`src/bgqg_pkg.sv`:
```
`timescale 1ns / 1ps

package bgqg_pkg;

    localparam int GLYPH_COLUMNS = 5;
    localparam int GLYPH_ROWS    = 7;
    localparam int GLYPH_BITS    = GLYPH_COLUMNS * GLYPH_ROWS;
    localparam int COORD_W       = 17;
    localparam int SCALE_W       = 6;
    localparam int CURSOR_W      = 16;
    localparam int COL_W         = 3;

    localparam logic [7:0] FONT_SIZE_RESET   = 8'd16;
    localparam logic [7:0] FONT_SIZE_DEFAULT = 8'd16;
    localparam logic [7:0] CASE_OFFSET       = 8'd32;
    localparam logic [7:0] CHR_SPACE         = 8'h20;
    localparam logic [7:0] CHR_CR            = 8'h0D;
    localparam logic [7:0] CHR_LF            = 8'h0A;
    localparam logic [7:0] CHR_TAB           = 8'h09;

    // reciprocal constants: n/7 = (n*293)>>11 and n*4/5 = (n*13108)>>14 for n < 256
    localparam logic [11:0] RECIP_SEVEN      = 12'd293;
    localparam int          RECIP_SEVEN_SH   = 11;
    localparam logic [13:0] RECIP_ASCENT     = 14'd13108;
    localparam int          RECIP_ASCENT_SH  = 14;

    typedef struct packed {
        logic load;
        logic step;
        logic emit;
    } t_dp_cmd;

    typedef struct packed {
        logic blank;
        logic cur_lit;
        logic rest_zero;
        logic out_free;
    } t_dp_status;

    function automatic logic is_blank(input logic [7:0] code);
        return (code inside {CHR_SPACE, CHR_CR, CHR_LF, CHR_TAB});
    endfunction

    // row 0 sits in the top bits, leftmost column first
    function automatic logic [GLYPH_BITS-1:0] glyph_rows(input logic [7:0] code);
        logic [7:0] c;
        logic [GLYPH_BITS-1:0] g;
        c = code;
        if (code inside {["a":"z"]}) begin
            c = code - CASE_OFFSET;
        end
        case (c)
            "A":  g = {5'h0E, 5'h11, 5'h11, 5'h1F, 5'h11, 5'h11, 5'h11};
            "B":  g = {5'h1E, 5'h11, 5'h11, 5'h1E, 5'h11, 5'h11, 5'h1E};
            "C":  g = {5'h0F, 5'h10, 5'h10, 5'h10, 5'h10, 5'h10, 5'h0F};
            "D":  g = {5'h1E, 5'h11, 5'h11, 5'h11, 5'h11, 5'h11, 5'h1E};
            "E":  g = {5'h1F, 5'h10, 5'h10, 5'h1E, 5'h10, 5'h10, 5'h1F};
            "F":  g = {5'h1F, 5'h10, 5'h10, 5'h1E, 5'h10, 5'h10, 5'h10};
            "G":  g = {5'h0F, 5'h10, 5'h10, 5'h17, 5'h11, 5'h11, 5'h0F};
            "H":  g = {5'h11, 5'h11, 5'h11, 5'h1F, 5'h11, 5'h11, 5'h11};
            "I":  g = {5'h1F, 5'h04, 5'h04, 5'h04, 5'h04, 5'h04, 5'h1F};
            "J":  g = {5'h07, 5'h02, 5'h02, 5'h02, 5'h12, 5'h12, 5'h0C};
            "K":  g = {5'h11, 5'h12, 5'h14, 5'h18, 5'h14, 5'h12, 5'h11};
            "L":  g = {5'h10, 5'h10, 5'h10, 5'h10, 5'h10, 5'h10, 5'h1F};
            "M":  g = {5'h11, 5'h1B, 5'h15, 5'h15, 5'h11, 5'h11, 5'h11};
            "N":  g = {5'h11, 5'h19, 5'h15, 5'h13, 5'h11, 5'h11, 5'h11};
            "O":  g = {5'h0E, 5'h11, 5'h11, 5'h11, 5'h11, 5'h11, 5'h0E};
            "P":  g = {5'h1E, 5'h11, 5'h11, 5'h1E, 5'h10, 5'h10, 5'h10};
            "Q":  g = {5'h0E, 5'h11, 5'h11, 5'h11, 5'h15, 5'h12, 5'h0D};
            "R":  g = {5'h1E, 5'h11, 5'h11, 5'h1E, 5'h14, 5'h12, 5'h11};
            "S":  g = {5'h0F, 5'h10, 5'h10, 5'h0E, 5'h01, 5'h01, 5'h1E};
            "T":  g = {5'h1F, 5'h04, 5'h04, 5'h04, 5'h04, 5'h04, 5'h04};
            "U":  g = {5'h11, 5'h11, 5'h11, 5'h11, 5'h11, 5'h11, 5'h0E};
            "V":  g = {5'h11, 5'h11, 5'h11, 5'h11, 5'h11, 5'h0A, 5'h04};
            "W":  g = {5'h11, 5'h11, 5'h11, 5'h15, 5'h15, 5'h15, 5'h0A};
            "X":  g = {5'h11, 5'h11, 5'h0A, 5'h04, 5'h0A, 5'h11, 5'h11};
            "Y":  g = {5'h11, 5'h11, 5'h0A, 5'h04, 5'h04, 5'h04, 5'h04};
            "Z":  g = {5'h1F, 5'h01, 5'h02, 5'h04, 5'h08, 5'h10, 5'h1F};
            "0":  g = {5'h0E, 5'h11, 5'h13, 5'h15, 5'h19, 5'h11, 5'h0E};
            "1":  g = {5'h04, 5'h0C, 5'h04, 5'h04, 5'h04, 5'h04, 5'h0E};
            "2":  g = {5'h0E, 5'h11, 5'h01, 5'h02, 5'h04, 5'h08, 5'h1F};
            "3":  g = {5'h1E, 5'h01, 5'h01, 5'h0E, 5'h01, 5'h01, 5'h1E};
            "4":  g = {5'h12, 5'h12, 5'h12, 5'h1F, 5'h02, 5'h02, 5'h02};
            "5":  g = {5'h1F, 5'h10, 5'h10, 5'h1E, 5'h01, 5'h01, 5'h1E};
            "6":  g = {5'h0E, 5'h10, 5'h10, 5'h1E, 5'h11, 5'h11, 5'h0E};
            "7":  g = {5'h1F, 5'h01, 5'h02, 5'h04, 5'h08, 5'h08, 5'h08};
            "8":  g = {5'h0E, 5'h11, 5'h11, 5'h0E, 5'h11, 5'h11, 5'h0E};
            "9":  g = {5'h0E, 5'h11, 5'h11, 5'h0F, 5'h01, 5'h01, 5'h0E};
            ".":  g = {5'h00, 5'h00, 5'h00, 5'h00, 5'h00, 5'h0C, 5'h0C};
            ",":  g = {5'h00, 5'h00, 5'h00, 5'h00, 5'h0C, 5'h0C, 5'h08};
            ":":  g = {5'h00, 5'h0C, 5'h0C, 5'h00, 5'h0C, 5'h0C, 5'h00};
            ";":  g = {5'h00, 5'h0C, 5'h0C, 5'h00, 5'h0C, 5'h0C, 5'h08};
            "-":  g = {5'h00, 5'h00, 5'h00, 5'h1F, 5'h00, 5'h00, 5'h00};
            "_":  g = {5'h00, 5'h00, 5'h00, 5'h00, 5'h00, 5'h00, 5'h1F};
            "/":  g = {5'h01, 5'h02, 5'h02, 5'h04, 5'h08, 5'h08, 5'h10};
            "\\": g = {5'h10, 5'h08, 5'h08, 5'h04, 5'h02, 5'h02, 5'h01};
            "(":  g = {5'h02, 5'h04, 5'h08, 5'h08, 5'h08, 5'h04, 5'h02};
            ")":  g = {5'h08, 5'h04, 5'h02, 5'h02, 5'h02, 5'h04, 5'h08};
            "[":  g = {5'h0E, 5'h08, 5'h08, 5'h08, 5'h08, 5'h08, 5'h0E};
            "]":  g = {5'h0E, 5'h02, 5'h02, 5'h02, 5'h02, 5'h02, 5'h0E};
            "+":  g = {5'h00, 5'h04, 5'h04, 5'h1F, 5'h04, 5'h04, 5'h00};
            "=":  g = {5'h00, 5'h00, 5'h1F, 5'h00, 5'h1F, 5'h00, 5'h00};
            "!":  g = {5'h04, 5'h04, 5'h04, 5'h04, 5'h04, 5'h00, 5'h04};
            "?":  g = {5'h0E, 5'h11, 5'h01, 5'h02, 5'h04, 5'h00, 5'h04};
            // missing glyph
            default: g = {5'h1F, 5'h11, 5'h01, 5'h02, 5'h04, 5'h00, 5'h04};
        endcase
        return g;
    endfunction

endpackage

```
`src/bgqg_ctrl.sv`:
```
`timescale 1ns / 1ps

module bgqg_ctrl
    import bgqg_pkg::*;
(
    input  logic       i_clk,
    input  logic       i_rst_n,
    input  logic       i_in_valid,
    input  t_dp_status i_status,
    output t_dp_cmd    o_cmd,
    output logic       o_in_stall
);

    localparam logic S_IDLE = 1'b0;
    localparam logic S_SCAN = 1'b1;

    logic r_state;
    logic n_state;

    always_comb begin
        o_cmd   = '0;
        n_state = r_state;
        case (r_state)
            S_IDLE: begin
                if (i_in_valid) begin
                    o_cmd.load = 1'b1;
                    // blank codes only move the cursor
                    if (!i_status.blank) begin
                        n_state = S_SCAN;
                    end
                end
            end
            S_SCAN: begin
                // an unlit pixel always moves on, a lit one waits for the output slot
                o_cmd.step = !i_status.cur_lit || i_status.out_free;
                o_cmd.emit = i_status.cur_lit && i_status.out_free;
                if (o_cmd.step && i_status.rest_zero) begin
                    n_state = S_IDLE;
                end
            end
            default: begin
                n_state = S_IDLE;
            end
        endcase
    end

    always_ff @(posedge i_clk) begin
        if (!i_rst_n) begin
            r_state <= S_IDLE;
        end else begin
            r_state <= n_state;
        end
    end

    assign o_in_stall = (r_state != S_IDLE);

    a_load_only_idle: assert property (@(posedge i_clk) disable iff (!i_rst_n)
        o_cmd.load |-> (r_state == S_IDLE))
        else $error("load issued outside idle");

    a_scan_ends: assert property (@(posedge i_clk) disable iff (!i_rst_n)
        (r_state == S_SCAN && o_cmd.step && i_status.rest_zero) |=> !o_in_stall)
        else $error("scan did not return to idle after last pixel");

    a_blank_stays_idle: assert property (@(posedge i_clk) disable iff (!i_rst_n)
        (o_cmd.load && i_status.blank) |=> (r_state == S_IDLE))
        else $error("blank code started a scan");

endmodule

```
`src/bgqg_datapath.sv`:
```
`timescale 1ns / 1ps

module bgqg_datapath
    import bgqg_pkg::*;
(
    input  logic                       i_clk,
    input  logic                       i_rst_n,
    input  t_dp_cmd                    i_cmd,
    output t_dp_status                 o_status,
    input  logic                       i_cfg_valid,
    input  logic [7:0]                 i_cfg_data,
    input  logic [7:0]                 i_char_code,
    input  logic                       i_string_start,
    input  logic signed [15:0]         i_origin_x,
    input  logic signed [15:0]         i_origin_y,
    input  logic                       i_out_stall,
    output logic                       o_out_valid,
    output logic signed [COORD_W-1:0]  o_quad_left,
    output logic signed [COORD_W-1:0]  o_quad_top,
    output logic signed [COORD_W-1:0]  o_quad_right,
    output logic signed [COORD_W-1:0]  o_quad_bottom,
    output logic                       o_last_quad
);

    localparam logic [COL_W-1:0] COL_LAST = COL_W'(GLYPH_COLUMNS - 1);

    logic [7:0]            r_font_size;
    logic [GLYPH_BITS-1:0] r_glyph;
    logic [COL_W-1:0]      r_col;
    logic [COORD_W-1:0]    r_x;
    logic [COORD_W-1:0]    r_y;
    logic [COORD_W-1:0]    r_base_x;
    logic [SCALE_W-1:0]    r_scale;
    logic [CURSOR_W-1:0]   r_cursor;
    logic                  r_out_valid;
    logic [COORD_W-1:0]    r_out_left;
    logic [COORD_W-1:0]    r_out_top;
    logic [COORD_W-1:0]    r_out_right;
    logic [COORD_W-1:0]    r_out_bottom;
    logic                  r_out_last;

    logic [7:0]            size;
    logic [19:0]           scale_prod;
    logic [SCALE_W-1:0]    scale_raw;
    logic [SCALE_W-1:0]    scale;
    logic [21:0]           ascent_prod;
    logic [7:0]            ascent;
    logic [7:0]            advance;
    logic [CURSOR_W-1:0]   cursor_base;
    logic [COORD_W-1:0]    base_x;
    logic [COORD_W-1:0]    top;
    logic [COORD_W-1:0]    scale17;
    logic                  blank;

    always_comb begin
        size        = (r_font_size == 8'd0) ? FONT_SIZE_DEFAULT : r_font_size;
        scale_prod  = 20'(size) * 20'(RECIP_SEVEN);
        scale_raw   = scale_prod[RECIP_SEVEN_SH +: SCALE_W];
        scale       = (scale_raw == '0) ? SCALE_W'(1) : scale_raw;
        ascent_prod = 22'(size) * 22'(RECIP_ASCENT);
        ascent      = ascent_prod[RECIP_ASCENT_SH +: 8];
        blank       = is_blank(i_char_code);
        // space advance is half the glyph advance of six columns
        advance     = blank ? (8'(scale) * 8'd3) : (8'(scale) * 8'd6);
        cursor_base = i_string_start ? '0 : r_cursor;
        base_x      = {i_origin_x[15], i_origin_x} + {1'b0, cursor_base};
        top         = {i_origin_y[15], i_origin_y} - COORD_W'(ascent);
        scale17     = COORD_W'(r_scale);
    end

    assign o_status.blank     = blank;
    assign o_status.cur_lit   = r_glyph[GLYPH_BITS-1];
    assign o_status.rest_zero = (r_glyph[GLYPH_BITS-2:0] == '0);
    assign o_status.out_free  = !r_out_valid || !i_out_stall;

    always_ff @(posedge i_clk) begin
        if (!i_rst_n) begin
            r_font_size <= FONT_SIZE_RESET;
            r_cursor    <= '0;
            r_out_valid <= 1'b0;
        end else begin
            if (i_cfg_valid) begin
                r_font_size <= i_cfg_data;
            end
            if (i_cmd.load) begin
                r_cursor <= cursor_base + CURSOR_W'(advance);
            end
            if (i_cmd.emit) begin
                r_out_valid <= 1'b1;
            end else if (!i_out_stall) begin
                r_out_valid <= 1'b0;
            end
        end
    end

    always_ff @(posedge i_clk) begin
        if (i_cmd.load) begin
            r_glyph  <= glyph_rows(i_char_code);
            r_col    <= '0;
            r_base_x <= base_x;
            r_x      <= base_x;
            r_y      <= top;
            r_scale  <= scale;
        end else if (i_cmd.step) begin
            r_glyph <= {r_glyph[GLYPH_BITS-2:0], 1'b0};
            if (r_col == COL_LAST) begin
                r_col <= '0;
                r_x   <= r_base_x;
                r_y   <= r_y + scale17;
            end else begin
                r_col <= r_col + COL_W'(1);
                r_x   <= r_x + scale17;
            end
        end
        if (i_cmd.emit) begin
            r_out_left   <= r_x;
            r_out_top    <= r_y;
            r_out_right  <= r_x + scale17;
            r_out_bottom <= r_y + scale17;
            r_out_last   <= o_status.rest_zero;
        end
    end

    assign o_out_valid   = r_out_valid;
    assign o_quad_left   = r_out_left;
    assign o_quad_top    = r_out_top;
    assign o_quad_right  = r_out_right;
    assign o_quad_bottom = r_out_bottom;
    assign o_last_quad   = r_out_last;

    a_emit_needs_slot: assert property (@(posedge i_clk) disable iff (!i_rst_n)
        i_cmd.emit |-> (o_status.cur_lit && o_status.out_free))
        else $error("quad emitted without lit pixel or free output slot");

    a_quad_square: assert property (@(posedge i_clk) disable iff (!i_rst_n)
        r_out_valid |-> ((r_out_right - r_out_left) == scale17
                         && (r_out_bottom - r_out_top) == scale17))
        else $error("quad side differs from scale");

    a_last_marked: assert property (@(posedge i_clk) disable iff (!i_rst_n)
        (i_cmd.emit && o_status.rest_zero) |=> (r_out_valid && r_out_last))
        else $error("final quad of character not marked");

endmodule

```
`src/bitmap_glyph_quad_generator.sv`:
```
`timescale 1ns / 1ps
// channel  | direction | handshake               | payload
// ---------+-----------+-------------------------+------------------------------------------
// in       | input     | i_in_valid / o_in_stall | char_code, string_start, origin_x/y
// out      | output    | o_out_valid / i_out_stall | quad_left/top/right/bottom, last_quad
// cfg      | input     | i_cfg_valid / o_cfg_ready | font_size (one register)
//
// a printable character is loaded and then scanned pixel by pixel, up to 35 glyph pixels,
// one cell per cycle while a lit pixel is not held by the output; the scan ends after the last lit pixel
// blank codes (space, cr, lf, tab) are loaded without a scan and emit no transaction
// a lit pixel holds the scan while the output register is full and stalled
// synchronous active-low reset: font size 16, cursor 0, output empty

module bitmap_glyph_quad_generator
    import bgqg_pkg::*;
(
    input  logic                       i_clk,
    input  logic                       i_rst_n,
    input  logic                       i_cfg_valid,
    output logic                       o_cfg_ready,
    input  logic [7:0]                 i_cfg_data,
    input  logic                       i_in_valid,
    output logic                       o_in_stall,
    input  logic [7:0]                 i_char_code,
    input  logic                       i_string_start,
    input  logic signed [15:0]         i_origin_x,
    input  logic signed [15:0]         i_origin_y,
    output logic                       o_out_valid,
    input  logic                       i_out_stall,
    output logic signed [COORD_W-1:0]  o_quad_left,
    output logic signed [COORD_W-1:0]  o_quad_top,
    output logic signed [COORD_W-1:0]  o_quad_right,
    output logic signed [COORD_W-1:0]  o_quad_bottom,
    output logic                       o_last_quad
);

    t_dp_cmd    cmd;
    t_dp_status status;

    assign o_cfg_ready = 1'b1;

    bgqg_ctrl u_ctrl (
        .i_clk      (i_clk),
        .i_rst_n    (i_rst_n),
        .i_in_valid (i_in_valid),
        .i_status   (status),
        .o_cmd      (cmd),
        .o_in_stall (o_in_stall)
    );

    bgqg_datapath u_datapath (
        .i_clk          (i_clk),
        .i_rst_n        (i_rst_n),
        .i_cmd          (cmd),
        .o_status       (status),
        .i_cfg_valid    (i_cfg_valid),
        .i_cfg_data     (i_cfg_data),
        .i_char_code    (i_char_code),
        .i_string_start (i_string_start),
        .i_origin_x     (i_origin_x),
        .i_origin_y     (i_origin_y),
        .i_out_stall    (i_out_stall),
        .o_out_valid    (o_out_valid),
        .o_quad_left    (o_quad_left),
        .o_quad_top     (o_quad_top),
        .o_quad_right   (o_quad_right),
        .o_quad_bottom  (o_quad_bottom),
        .o_last_quad    (o_last_quad)
    );

endmodule
```
`config.mk`:
```
export PLATFORM = sky130hd
export DESIGN_NAME = bitmap_glyph_quad_generator
export DESIGN_NICKNAME = d
export VERILOG_FILES = /design/src/bgqg_pkg.sv /design/src/bgqg_ctrl.sv /design/src/bgqg_datapath.sv /design/src/bitmap_glyph_quad_generator.sv
export SDC_FILE = /design/constraint.sdc
export NUM_CORES = 1
export LEC_CHECK = 0
export BUFFER_PORTS_ARGS = -buffer_cell sky130_fd_sc_hd__buf_4
export CELL_PAD_IN_SITES_DETAIL_PLACEMENT = 0
export CELL_PAD_IN_SITES_GLOBAL_PLACEMENT = 1
export CORE_MARGIN = 5
export CORE_UTILIZATION = 47
export DETAILED_ROUTE_END_ITERATION = 8
export PLACE_DENSITY_LB_ADDON = 0.1
export RECOVER_POWER = 100
export SLEW_MARGIN = 40
export SYNTH_ARGS = -nofsm -noshare
export SYNTH_HDL_FRONTEND = slang
export SYNTH_MEMORY_MAX_BITS = 65536
export SYNTH_SLANG_ARGS = --single-unit
```
`constraint.sdc`:
```
create_clock -name i_clk -period 9 [get_ports i_clk]
set_clock_uncertainty 0.2 [all_clocks]
set_input_delay 1.35 -clock i_clk [delete_from_list [all_inputs] [get_ports i_clk]]
set_output_delay 1.35 -clock i_clk [all_outputs]
set_load 0.03 [all_outputs]
```
==> results.cfg <==
[routing]
final_antenna_net_count = 0
firstDrtPassIters = 5
wl_per_cell_um = 18.0
drt_wl_total_mm = 35.9
drc = 0
vias = 11300
routed_via_density = 5.63
drtIter0Drc = 1086

[placed_design]
hpwl_mm = 27.1
dpl-instance-area_mm2 = 0.0153
place_congestion = 0.910
portBuffers = 124

[setup_path]
crit_fanout = 8
critPathKind = flop to flop
setup.worst_path.end_class = flop
crit_top_cell = ha_1
cp_slowest_cell = fa_1
max_stage_delay_ps = 440
worstPathArrival_ps = 7900
cp-start-kind = flop
required_ps = 9190

[cells_and_area]
fin_area_mm2 = 0.0155
num_antenna_cells = 0
final_layout_size_suffix_gt1_share_pct = 6.71
num-fill-cells = 2845
nNetsFinal = 1823
area_growth_pct = 10.2
utilization_pct = 52.3

[clocking]
cts.clk_slew.worst_paths_ps = 70
root_buffer = clkbuf_16
cts_buffer_depth = 2
cts_resized = 0
cts.sinks = 190
cts_tree = built
ctsHoldBuffers = 0
post_cts_buffers = 0
insertion_delay_ps = 440
cts_buffers = 17
htree_levels = 4

[logic_synthesis]
async_flop_share_pct = 0
ys_seq_area_share_pct = 38.5
synth_compound_area_share_pct = 17.2
syn_nets = 1737
synth-edff-count = 161
avgSynthCellArea_um2 = 9.32
synthAdderAreaFrac_pct = 16.7
synthCells = 1510
yosys_register_bits = 190
synth_mux_area_share_pct = 2.39
synthesis.area_mm2 = 0.0141
synth_flop_cell = edfxtp_1
synth_xor_area_share_pct = 5.35
ys_warn_count = 0
yosys.area_share.simple_pct = 15.2
synth_top_family_by_area = compound AO/OA/AOI/OAI gates
ys_types = 74

[pwr]
powerDensity_mw_per_mm2 = 183
leakage_uw = 0.00639
vdd_drop_max_mv = 0.103

[timing]
hold_viol = 0
rsz0062_at_grt = no
maxSlewViolCount = 270
timing.final.crit_share_pct = 85.7
finalSetupTns_ps = 0
setup_viol = 0
tightestPinTransition_ps = 3570
period_needed_ps = 7720
max_freq_ghz = 0.130
whs_ps = 248
maxSlewHeadroom_pct = -138

[die]
row_count = 63
dieArea_mm2 = 0.0335
io_pins = 126
die_x_um = 183
start_util_pct = 47.5
core_mm2 = 0.0296
die_y_um = 183

[status]
violations = max-capacitance violations, max-slew violations
status = finished with violations

[global_routing]
overflow = 0
grt_pass1_vias = 10700
grt_pass1_wl_mm = 57.2
antenna_found_initial = 0
grtUsageTotal_pct = 21.2
grt_max_degree = 100

[run]
cap_violations = 5

[min_path]
min_path_type = flop to flop
[path summary, 6_finish.rpt]
path	from	endpoint	slack (ps)	depth (start not counted)
setup / recovery	u_datapath.r_font_size[2]	u_datapath.r_cursor[9]	1280	33
hold / removal	u_datapath.r_cursor[6]	u_datapath.r_cursor[6]	250	2
setup reg to reg	u_datapath.r_font_size[2]	u_datapath.r_cursor[9]	1280	33
hold reg to reg	u_datapath.r_cursor[6]	u_datapath.r_cursor[6]	250	2
[layout by cell type, fill, tap and decap left out, types with 40 or more instances in the layout]
master and n:
xnor2_1 59, nor2_1 156, buf_4 49, ha_1 148
clkbuf_1 84, o21ai_0 112, a21oi_1 111, inv_1 105
nand2_1 142, nor3_1 40, edfxtp_1 161
[per-stage QoR]
step           worst slack, ps  std cells  power, uW
4_1_cts                   1320       1999       2890
6_report                  1280       1999       2840
5_1_grt                    440       1999       3040
3_3_place_gp              1590       1967       2190
2_1_floorplan             2280       1510       1920
3_5_place_dp              1370       1967       2210
[kinds of logic after synthesis]
| kind of cell | after synthesis |
|---|---|
| flip-flops | 190 |
| AO/OA/AOI/OAI | 388 |
| XOR/XNOR | 86 |
| AND/OR/NAND/NOR | 469 |
| other | 1 |
| buffers and inverters | 172 |
| multiplexers | 31 |
| adder cells (fa/ha/maj) | 173 |
[worst max-delay path: cells and delay by family (launching register included)]
kind	cells	cell delay, ps
AOI/OAI and AO/OA	15	3250
DFF	1	390
adders and majority gates	8	2220
xor gates and xnor gates	2	430
buffers and inverters	3	360
and+or+nand+nor	5	790
[synthesized netlist by cell type, drive strengths merged, types with 9 or more instances]
library cell  instances  area share (%)
nor2b                29             1.3
ha                  148              13
nor3                 40             1.4
buf                  22            0.67
edfxtp              161              34
a21o                 17            0.91
nand2               142             3.8
mux2i                19             1.4
nand3                27            0.96
nor4                 11            0.53
o21ai               112             4.0
o21bai                9            0.48
nor2                156             4.2
xnor2                59             3.7
a22oi                 9            0.48
o211ai                9            0.48
a31oi                25             1.1
dfxtp                29             4.1
a211oi               11            0.59
nand2b               12            0.53
xor2                 27             1.7
o31ai                 9            0.48
clkbuf               43             1.1
inv                 106             2.8
mux2                 11            0.88
nand4                11            0.49
fa                   25             3.6
a21oi               111             3.9
o21a                 12            0.64
o22a                  9            0.56
[area by class of cell]
| cell class | count | area [um2] | share of cell area, % |
|---|---|---|---|
| Clock buffer | 19 | 433 | 2.79 |
| Inverter | 107 | 402 | 2.59 |
| Tap cell | 390 | 488 | 3.15 |
| Clock inverter | 13 | 88.8 | 0.573 |
| Multi-Input combinational cell | 1148 | 8000 | 51.6 |
| Timing Repair Buffer | 132 | 687 | 4.43 |
| Sequential cell | 190 | 5420 | 34.9 |
[flip-flops by register name, indices dropped and copies added, names as in the netlist, 3 cells and up]
signal and flops:
u_datapath.o_quad_bottom 17, u_datapath.o_quad_top 17, u_datapath.o_quad_right 17, u_datapath.r_cursor 16, u_datapath.r_col 3, u_datapath.r_y 17
u_datapath.r_base_x 17, u_datapath.r_font_size 8, u_datapath.r_x 17, u_datapath.r_scale 6, u_datapath.o_quad_left 17, u_datapath.r_glyph 35
[layer usage]
metal  wire [um]  share of wire, %  global-route usage [%]
met5           0                 0                       0
met1       16900                47                    30.4
met2       16300                45                    33.3
met3        1850               5.1                    3.21
met4         904               2.5                    6.64
[report_power, final]
group          internal [uW]  switching (uW)
clock network            353             326
logic                    379             606
registers               1120            61.9
No activity file was read; power rests on OpenSTA's default activity.
